`src/ssprx_pkg.sv`:
```
package ssprx_pkg;

	localparam int unsigned SSPRX_MAX_PACKET_BYTES = 256;
	localparam logic [7:0]  SSPRX_TIMEOUT_RESET    = 8'd6;
	localparam logic [7:0]  SSPRX_SYNC_BYTE        = 8'hFF;
	localparam logic [8:0]  SSPRX_HEADER_BYTES     = 9'd4;

	localparam logic [1:0] ACT_START = 2'd0;
	localparam logic [1:0] ACT_BYTE  = 2'd1;
	localparam logic [1:0] ACT_TICK  = 2'd2;
	localparam logic [1:0] ACT_LINE  = 2'd3;

	localparam logic [2:0] ST_OK         = 3'd0;
	localparam logic [2:0] ST_BAD_HEADER = 3'd1;
	localparam logic [2:0] ST_TOO_LARGE  = 3'd2;
	localparam logic [2:0] ST_CHECKSUM   = 3'd3;
	localparam logic [2:0] ST_TIMEOUT    = 3'd4;
	localparam logic [2:0] ST_LINE       = 3'd5;

	localparam logic KIND_PARAM  = 1'b0;
	localparam logic KIND_STATUS = 1'b1;

	typedef struct packed {
		logic [1:0] action;
		logic [7:0] rx_byte;
		logic [8:0] capacity;
	} item_t;

	typedef struct packed {
		logic       kind;
		logic [7:0] param_index;
		logic [7:0] param_byte;
		logic [2:0] status;
		logic [7:0] packet_id;
		logic [7:0] error_byte;
		logic [8:0] packet_length;
	} result_t;

	typedef struct packed {
		logic       active;
		logic [8:0] byte_count;
		logic [8:0] total_size;
		logic [8:0] size_limit;
		logic [7:0] running_sum;
		logic [8:0] elapsed_ticks;
		logic [7:0] first_byte;
		logic [7:0] held_id;
		logic [7:0] held_error;
	} state_t;

endpackage

```
`src/ssprx_if.sv`:
```
interface ssprx_item_if;
	logic       valid;
	logic       ready;
	logic [1:0] action;
	logic [7:0] rx_byte;
	logic [8:0] capacity;

	modport source (output valid, output action, output rx_byte, output capacity, input ready);
	modport sink (input valid, input action, input rx_byte, input capacity, output ready);
endinterface

interface ssprx_result_if;
	logic       valid;
	logic       ready;
	logic       kind;
	logic [7:0] param_index;
	logic [7:0] param_byte;
	logic [2:0] status;
	logic [7:0] packet_id;
	logic [7:0] error_byte;
	logic [8:0] packet_length;

	modport source (output valid, output kind, output param_index, output param_byte,
		output status, output packet_id, output error_byte, output packet_length,
		input ready);
	modport sink (input valid, input kind, input param_index, input param_byte,
		input status, input packet_id, input error_byte, input packet_length,
		output ready);
endinterface

```
`src/ssprx_step.sv`:
```
module ssprx_step #(
	parameter int unsigned MAX_PACKET_BYTES = ssprx_pkg::SSPRX_MAX_PACKET_BYTES
) (
	input  ssprx_pkg::state_t  st,
	input  ssprx_pkg::item_t   it,
	input  logic [7:0]         timeout_ticks,
	output ssprx_pkg::state_t  nxt,
	output logic               emit,
	output ssprx_pkg::result_t res
);

	localparam logic [8:0] MaxBytes = 9'(MAX_PACKET_BYTES);

	always_comb begin
		logic [8:0] idx;
		logic [8:0] ticks;
		logic [8:0] size;
		logic       done;

		nxt = st;
		emit = 1'b0;
		done = 1'b0;
		idx = st.byte_count;
		ticks = st.elapsed_ticks + 9'd1;
		size = ssprx_pkg::SSPRX_HEADER_BYTES + {1'b0, it.rx_byte};
		res.kind = ssprx_pkg::KIND_STATUS;
		res.param_index = '0;
		res.param_byte = '0;
		res.status = ssprx_pkg::ST_OK;

		case (it.action)
			ssprx_pkg::ACT_START: begin
				nxt = '0;
				nxt.active = 1'b1;
				nxt.size_limit = (it.capacity > MaxBytes) ? MaxBytes : it.capacity;
			end
			ssprx_pkg::ACT_LINE: begin
				if (st.active) begin
					nxt.active = 1'b0;
					emit = 1'b1;
					res.status = ssprx_pkg::ST_LINE;
				end
			end
			ssprx_pkg::ACT_TICK: begin
				if (st.active) begin
					nxt.elapsed_ticks = ticks;
					if (ticks > {1'b0, timeout_ticks}) begin
						nxt.active = 1'b0;
						emit = 1'b1;
						res.status = ssprx_pkg::ST_TIMEOUT;
					end
				end
			end
			ssprx_pkg::ACT_BYTE: begin
				if (st.active) begin
					nxt.byte_count = idx + 9'd1;
					if (idx == 9'd0) begin
						nxt.first_byte = it.rx_byte;
					end else if (idx == 9'd1) begin
						nxt.first_byte = st.first_byte & it.rx_byte;
					end else if (idx == 9'd2) begin
						nxt.held_id = it.rx_byte;
						nxt.running_sum = it.rx_byte;
					end else begin
						if (idx == 9'd3) begin
							if (st.first_byte != ssprx_pkg::SSPRX_SYNC_BYTE) begin
								done = 1'b1;
								nxt.active = 1'b0;
								emit = 1'b1;
								res.status = ssprx_pkg::ST_BAD_HEADER;
							end else begin
								nxt.total_size = size;
								if (size > st.size_limit) begin
									done = 1'b1;
									nxt.active = 1'b0;
									emit = 1'b1;
									res.status = ssprx_pkg::ST_TOO_LARGE;
								end
							end
						end
						if (!done) begin
							if ((idx + 9'd1) == nxt.total_size) begin
								nxt.active = 1'b0;
								emit = 1'b1;
								res.status = (it.rx_byte == ~st.running_sum) ?
									ssprx_pkg::ST_OK : ssprx_pkg::ST_CHECKSUM;
							end else begin
								nxt.running_sum = st.running_sum + it.rx_byte;
								if (idx == 9'd4) begin
									nxt.held_error = it.rx_byte;
								end else if (idx >= 9'd5) begin
									emit = 1'b1;
									res.kind = ssprx_pkg::KIND_PARAM;
									res.param_index = 8'(idx - 9'd5);
									res.param_byte = it.rx_byte;
								end
							end
						end
					end
				end
			end
			default: begin
				nxt = st;
			end
		endcase

		res.packet_id = nxt.held_id;
		res.error_byte = nxt.held_error;
		res.packet_length = nxt.total_size;
	end

endmodule

```
`src/servo_status_packet_receiver_core.sv`:
```
// Status packet receiver. A start transaction arms reception and sets the size limit; byte
// transactions then carry the packet, tick transactions count time and a line error aborts it.
// Parameter bytes (index five up to the byte before the checksum) come out as they arrive, and
// every armed reception that is not cut short by a new start ends with one status transaction
// that carries the device id, the error byte and the packet length. The block takes one input
// transaction per clock cycle while input is not stalled; each one passes through an input
// register and the packet state logic into the result register, from which it can be taken.
// The result register holds a result until it is taken, and input is stalled only while both
// registers are full and the held result is not being taken.
module servo_status_packet_receiver_core #(
	parameter int unsigned MAX_PACKET_BYTES = ssprx_pkg::SSPRX_MAX_PACKET_BYTES
) (
	input  logic       clk,
	input  logic       arst_n,
	input  logic       cfg_wr_en,
	input  logic [7:0] cfg_wr_data,
	ssprx_item_if.sink     item,
	ssprx_result_if.source result
);

	logic               valid_s1;
	ssprx_pkg::item_t   item_s1;
	ssprx_pkg::state_t  state_q;
	ssprx_pkg::state_t  state_next;
	logic [7:0]         timeout_q;
	logic               out_valid_q;
	ssprx_pkg::result_t result_q;
	ssprx_pkg::result_t step_res;
	logic               step_emit;
	logic               advance;

	assign advance = !out_valid_q || result.ready;
	assign item.ready = !valid_s1 || advance;

	always_ff @(posedge clk or negedge arst_n) begin
		if (!arst_n) begin
			timeout_q <= ssprx_pkg::SSPRX_TIMEOUT_RESET;
		end else if (cfg_wr_en) begin
			timeout_q <= cfg_wr_data;
		end
	end

	always_ff @(posedge clk or negedge arst_n) begin
		if (!arst_n) begin
			valid_s1 <= 1'b0;
		end else if (item.ready) begin
			valid_s1 <= item.valid;
		end
	end

	always_ff @(posedge clk) begin
		if (item.valid && item.ready) begin
			item_s1.action <= item.action;
			item_s1.rx_byte <= item.rx_byte;
			item_s1.capacity <= item.capacity;
		end
	end

	ssprx_step #(
		.MAX_PACKET_BYTES(MAX_PACKET_BYTES)
	) u_step (
		.st(state_q),
		.it(item_s1),
		.timeout_ticks(timeout_q),
		.nxt(state_next),
		.emit(step_emit),
		.res(step_res)
	);

	always_ff @(posedge clk or negedge arst_n) begin
		if (!arst_n) begin
			state_q <= '0;
			out_valid_q <= 1'b0;
		end else if (advance) begin
			out_valid_q <= valid_s1 && step_emit;
			if (valid_s1) begin
				state_q <= state_next;
			end
		end
	end

	always_ff @(posedge clk) begin
		if (advance && valid_s1 && step_emit) begin
			result_q <= step_res;
		end
	end

	assign result.valid = out_valid_q;
	assign result.kind = result_q.kind;
	assign result.param_index = result_q.param_index;
	assign result.param_byte = result_q.param_byte;
	assign result.status = result_q.status;
	assign result.packet_id = result_q.packet_id;
	assign result.error_byte = result_q.error_byte;
	assign result.packet_length = result_q.packet_length;

endmodule
```
`src/flat_wrapper.sv`:
```
// flat-port wrapper written by rule: the top's interface ports become plain ports
module servo_status_packet_receiver_core_flat 
#(
	parameter int unsigned MAX_PACKET_BYTES = ssprx_pkg::SSPRX_MAX_PACKET_BYTES
)
  (clk, arst_n, cfg_wr_en, cfg_wr_data, item_valid, item_action, item_rx_byte, item_capacity, item_ready, result_valid, result_kind, result_param_index, result_param_byte, result_status, result_packet_id, result_error_byte, result_packet_length, result_ready);
  ssprx_item_if item_i ();
  ssprx_result_if result_i ();
  input  logic clk;
  input  logic arst_n;
  input  logic cfg_wr_en;
  input  logic [7:0] cfg_wr_data;
  input wire logic [$bits(item_i.valid)-1:0] item_valid;
  input wire logic [$bits(item_i.action)-1:0] item_action;
  input wire logic [$bits(item_i.rx_byte)-1:0] item_rx_byte;
  input wire logic [$bits(item_i.capacity)-1:0] item_capacity;
  output wire logic [$bits(item_i.ready)-1:0] item_ready;
  output wire logic [$bits(result_i.valid)-1:0] result_valid;
  output wire logic [$bits(result_i.kind)-1:0] result_kind;
  output wire logic [$bits(result_i.param_index)-1:0] result_param_index;
  output wire logic [$bits(result_i.param_byte)-1:0] result_param_byte;
  output wire logic [$bits(result_i.status)-1:0] result_status;
  output wire logic [$bits(result_i.packet_id)-1:0] result_packet_id;
  output wire logic [$bits(result_i.error_byte)-1:0] result_error_byte;
  output wire logic [$bits(result_i.packet_length)-1:0] result_packet_length;
  input wire logic [$bits(result_i.ready)-1:0] result_ready;
  assign item_i.valid = item_valid;
  assign item_i.action = item_action;
  assign item_i.rx_byte = item_rx_byte;
  assign item_i.capacity = item_capacity;
  assign item_ready = item_i.ready;
  assign result_valid = result_i.valid;
  assign result_kind = result_i.kind;
  assign result_param_index = result_i.param_index;
  assign result_param_byte = result_i.param_byte;
  assign result_status = result_i.status;
  assign result_packet_id = result_i.packet_id;
  assign result_error_byte = result_i.error_byte;
  assign result_packet_length = result_i.packet_length;
  assign result_i.ready = result_ready;
  servo_status_packet_receiver_core #(.MAX_PACKET_BYTES(MAX_PACKET_BYTES)) u_core (.clk(clk), .arst_n(arst_n), .cfg_wr_en(cfg_wr_en), .cfg_wr_data(cfg_wr_data), .item(item_i), .result(result_i));
endmodule
```
`config.mk`:
```
export PLATFORM = sky130hd
export DESIGN_NAME = servo_status_packet_receiver_core_flat
export DESIGN_NICKNAME = d
export VERILOG_FILES = /design/src/ssprx_pkg.sv /design/src/ssprx_if.sv /design/src/ssprx_step.sv /design/src/servo_status_packet_receiver_core.sv /design/src/flat_wrapper.sv
export SDC_FILE = /design/constraint.sdc
export NUM_CORES = 1
export LEC_CHECK = 0
export BUFFER_PORTS_ARGS = -buffer_cell sky130_fd_sc_hd__buf_2
export CAP_MARGIN = 30
export CORE_ASPECT_RATIO = 0.6
export CORE_MARGIN = 2
export CORE_UTILIZATION = 59
export CTS_CLUSTER_SIZE = 14
export DETAILED_ROUTE_END_ITERATION = 16
export PLACE_DENSITY_LB_ADDON = 0.2
export SLEW_MARGIN = 25
export SYNTH_ARGS = -nofsm -noshare
export SYNTH_HDL_FRONTEND = slang
export SYNTH_SLANG_ARGS = --single-unit
```
`constraint.sdc`:
```
create_clock -name clk -period 7 [get_ports clk]
set_input_delay 0 -clock clk [delete_from_list [all_inputs] [get_ports clk]]
set_output_delay 0 -clock clk [all_outputs]
set_load 0.05 [all_outputs]
```
Word-level counts from Yosys, hierarchy flattened
Index checks and enable logic that the tools add are counted.

Register bits: 143. Bits in latches: 0. Bits in writable memories: 0. ROM bits: 0. Input bits: 32. Output and inout bits: 47. Logic and storage cells: 152. Memories: 0.

Add/sub/neg operators: 5. $mul: 0. Divide/modulo/power cells: 0. Order comparisons: 4. Equality and inequality tests: 17. Shift operators: 0. Multiplexer cells: 79. Bitwise logic cells: 5. Reductions and logical operators: 20.

Operators with widths (count): 9-bit two-way mux (12); 8-bit two-way mux (13); 24-bit case mux with 2 select lines (1); 18-bit case mux with 2 select lines (1); 16-bit two-way mux (2); 1-bit two-way mux (29); 3-bit two-way mux (9); 24-bit two-way mux (1); 19-bit two-way mux (1); 9-bit by 1-bit adder with 9-bit output (second input constant) (2); 9-bit by 2-bit == test with 1-bit output (second input constant) (2); 9-bit case mux with 2 select lines (1); 17-bit two-way mux (1); 8-bit case mux with 2 select lines (1); 3-bit by 8-bit adder with 9-bit output (first input constant) (1); 9-bit by 1-bit == test with 1-bit output (second input constant) (1); 9-bit by 3-bit == test with 1-bit output (second input constant) (1); 9-bit == test (1); 9-bit by 3-bit greater-or-equal comparator with 1-bit output (second input constant) (1); 9-bit by 8-bit greater-than comparator with 1-bit output (1); 9-bit greater-than comparator (1); 9-bit greater-than comparator (second input constant) (1); 9-bit logical NOT (1); 3-bit != test (second input constant) (3); other kinds (27) (42).

Longest topological paths before layout
Depth in word-level cells: 17. Gate-level depth with buffers: 16. Gate-level depth less buffers: 13.

Modules after synthesis
Synthesis repeated with hierarchy kept, for this count alone.

Cell total of the unflattened synthesis: 801. Area total of the unflattened synthesis: 8525.7 sq um.

Modules (own cells, without submodules): servo_status_packet_receiver_core (instances 1, cells an instance 237, area each 4916.0 sq um, sequential area each 3901.2 sq um); ssprx_step (instances 1, cells an instance 564, area each 3609.7 sq um, sequential area each 0.0 sq um).

Worst setup path before layout
No wires, ideal clock.

Path type: register to register. From: reg u_core.state_q[59] in the netlist's numbering. To: reg u_core.result_q, in the netlist u_core.result.error_byte[0], enable pin. Arrival time: 5.138 ns. Required time: 6.538 ns. Setup slack: 1.400 ns. Stages on the path, launching flop included: 13. Path buffers: 2. Path through: dfrtp_1 ha_1 buf_2 or4b_4 nor4_4 buf_6 mux2i_1 xnor2_1 nor4_2 a31oi_2 o21ai_1 o221ai_1 a21oi_1.

Longest elaborated chain between the ends: 16.

Ends and longest elaborated chain: start: declaration (line servo_status_packet_receiver_core.sv:23) `ssprx_pkg::state_t state_q;`; start signal: assignment (line servo_status_packet_receiver_core.sv:77) `state_q <= state_next;`; 9-bit by 2-bit == test with 1-bit output (line ssprx_step.sv:65) `if (idx == 9'd3) begin`; 9-bit two-way mux (line ssprx_step.sv:65); 9-bit two-way mux (line ssprx_step.sv:61) `end else if (idx == 9'd2) begin`; 9-bit two-way mux (line ssprx_step.sv:59) `end else if (idx == 9'd1) begin`; 9-bit two-way mux (line ssprx_step.sv:57) `if (idx == 9'd0) begin`; 9-bit two-way mux (line ssprx_step.sv:55) `if (st.active) begin`; 9-bit two-way mux (line ssprx_step.sv:31) `case (it.action)`; 9-bit == test (line ssprx_step.sv:82) `if ((idx + 9'd1) == nxt.total_size) begin`; 1-bit two-way mux (line ssprx_step.sv:82); 1-bit two-way mux (line ssprx_step.sv:81) `if (!done) begin`; 1-bit two-way mux (line ssprx_step.sv:61); 1-bit two-way mux (line ssprx_step.sv:59); 1-bit two-way mux (*) (line ssprx_step.sv:57); 1-bit two-way mux (*) (line ssprx_step.sv:55); 1-bit case mux with 3 select lines (*) (line ssprx_step.sv:31); 1-bit logical AND (*) (line servo_status_packet_receiver_core.sv:83) `if (advance && valid_s1 && step_emit) begin`; end signal: assignment (line servo_status_packet_receiver_core.sv:84) `result_q <= step_res;`; end: declaration (line servo_status_packet_receiver_core.sv:27) `ssprx_pkg::result_t result_q;`.

Every way passes the cells marked *; elsewhere a longest branch is shown, timed or not. The select of a mux whose other input is x is not followed. A chain may end at the register's enable or synchronous reset.

Worst setup path after layout
From: reg u_core.state_q[59] in the netlist's numbering. To: reg u_core.result_q, in the netlist u_core.result.status[1], enable pin.

Same word-level chain as after synthesis.

==> results.cfg <==
[outcome]
status = finished, final reports clean

[critical_path]
rr_worst_depth = 11
crit_path_end_kind = flop
worst-endpoint-arrival_ns = 5.18
critPathLaunchType = flop
critPathMaxFanout = 28
cp.required_ns = 7.08
criticalPathCategory = reg -> reg

[clock_network]
tritoncts = built
clk_latency_ns = 0.42
hold_buffers = 44
clkSlewWorstSetupHoldPaths_ns = 0.06
cts-resized-gates = 0
clk_path_buf_depth = 2
cts_setup_buffers = 0
htreeDepth = 4
cts_root_buf = clkbuf_16
cts_buffers = 17
clkSinkCount = 143

[timing]
fin_skew_ns = 0.00995
relSlewSlack_pct = 39.5
tightest_slew_ns = 0.908
min_period_ns = 5.10
fmax_mhz = 196
grt_setup_unrepaired = false
hold_viol = 0
period_share_pct = 72.8
fin_setup_tns_ns = 0
finalMaxSlewViolations = 0
setup_violations = 0

[min_path]
holdPathStages = 2
hp-class = in -> reg

[place]
hpwl_um = 13100
port_buffers = 78
place.gp.congestion = 0.934
post-place-cells = 945

[floorplanning]
die_w_um = 149
io_pins = 79
coreArea_mm2 = 0.0122
die-area_mm2 = 0.0135
die_height_um = 90.9
start_util_pct = 60.9
rows = 31

[drt]
drt_iter0_markers = 558
num_vias = 6037
post-route-drc-count = 0
routedWlPerCell_um = 18.5
wirelength_um = 18900
ant_nets = 0
first_pass_iters = 5
viasPerCell = 5.91

[logic_synthesis]
synthMuxAreaShare_pct = 1.96
synthTopCellsByArea = dfrtp_1, edfxtp_1, ha_1, nand2_1, o21ai_0
synth_common_cells = nand2_1, dfrtp_1, o21ai_0, edfxtp_1, nor2_1
synth_compound_area_share_pct = 14.7
synth_most_common_cell = nand2_1
synth_edf_count = 64
synth-main-ff-cell = dfrtp_1
yosysTopAreaCell = dfrtp_1
synthAdderAreaFrac_pct = 6.17
netlist_instances = 727
ys_ff_latch = 143
avgSynthCellArea_um2 = 10.2
synth_fp_nets = 795
netlist_area_mm2 = 0.00742
synth_top_area_share_pct = 26.0
ys_async_sr_fraction_pct = 55.2
yosys.area_share.simple_pct = 16.9
synth_xor_area_share_pct = 4.37
synth_seq_area_share_pct = 52.6
ys_types = 55
yosys_warnings = 0
synth_top_family_by_area = simple AND/OR/NAND/NOR gates

[grt]
grt-ovfl-total = 0
grt_max_degree = 48
antenna_found_initial = 0
grt_pass1_wl_um = 30300
grt_pass1_vias = 5901
grt_use_total_pct = 29.3

[cells_and_area]
final_nets = 911
diodes = 0
drive_above_1_share_pct = 15.5
instances_no_fill = 1021
area_growth_pct = 21.5

[power]
irDropWorstVdd_uv = 202
total_power_mw = 2.46
power_density_mw_per_mm2 = 273
power.leakage_nw = 3.97

[flow_run]
drv_cap = 0
-- state kept, by name (all words and copies together), names as in the netlist --
register,flops
u_core.result.error_byte,8
u_core.result.valid,1
u_core.timeout_q,8
u_core.valid_s1,1
u_core.result.packet_length,9
u_core.state_q,69
u_core.result.packet_id,8
u_core.result.param_byte,8
u_core.result.param_index,8
u_core.result.kind,1
u_core.item_s1,19
u_core.result.status,3
-- final cells by class --
| cell class | count | area (um^2) |
|---|---|---|
| Timing Repair Buffer | 129 | 901 |
| Clock inverter | 14 | 189 |
| Inverter | 29 | 109 |
| Tap cell | 165 | 206 |
| Sequential cell | 143 | 3900 |
| Clock buffer | 18 | 429 |
| Fill cell | 842 | 3160 |
| Multi-Input combinational cell | 523 | 3280 |
-- critical path: stages, from the launching register on --
cell	delay, ns
dfrtp_1	0.49
ha_1	0.43
or4b_4	0.53
nor4_4	0.77
mux2i_1	0.30
xnor2_1	0.10
nor4_2	0.38
a31oi_2	0.22
o21ai_1	0.27
o221ai_1	0.21
a21oi_4	0.58
buf_4	0.45
-- per-layer routing --
layer / wire length [um] / track usage (%)
met5: 0 / 0
met2: 8470 / 43.2
met4: 341 / 10.6
met3: 1730 / 6.67
met1: 8360 / 42.6
-- stage by stage --
step           hold slack [ns]  utilization [%]  worst slack [ns]  cell area [um^2]
6_report               0.00974             74.0              1.90              9020
5_1_grt                 0.0521             74.0              1.64              9020
4_1_cts                 0.0162             74.0              1.94              9020
3_5_place_dp            0.0628             65.3              1.97              7960
3_3_place_gp             0.177             65.1              2.17              7930
2_1_floorplan           -0.296                -              1.40              7420
-- layout by cell type, fill, tap and decap left out, types with 5 or more instances in the layout --
master and n:
o21ai_1 16, nand2_1 116, mux2i_1 10, edfxtp_1 64, o21ai_0 69, a22o_1 18
buf_4 5, buf_2 79, a21o_1 7, o31ai_1 6, nor2b_1 9, nand4_1 5
nand3_1 26, and2_1 11, dlygate4sd3_1 44, clkbuf_16 17, xnor2_1 24, nor3_1 7
a21oi_1 22, nor2_1 45, and3_1 10, o22a_1 7, dfrtp_1 77, ha_1 35
inv_1 29, nand2b_1 21, xor2_1 13
-- power by group --
part | switching (mW) | internal, mW
Clock | 0.359 | 0.597
Sequential | 0.0686 | 0.957
Combinational | 0.297 | 0.184
-- kinds of logic after synthesis --
family,count (synthesis)
compound gates,171
xor+xnor,37
fa+ha+maj,36
buf+inv,61
flops,143
mux,14
simple gates,265
-- final timing paths --
path                                    start                       to  slack (ns)
min in group asynchronous              arst_n      u_core.timeout_q[0]        0.14
setup / recovery           u_core.state_q[59]  u_core.result.status[1]        1.90
max in group asynchronous              arst_n       u_core.state_q[35]        6.25
setup reg to reg           u_core.state_q[59]  u_core.result.status[1]        1.90
hold / removal                      cfg_wr_en      u_core.timeout_q[4]        0.01
hold reg to reg            u_core.state_q[44]       u_core.state_q[44]        0.49
No activity file was read; power rests on OpenSTA's default activity.
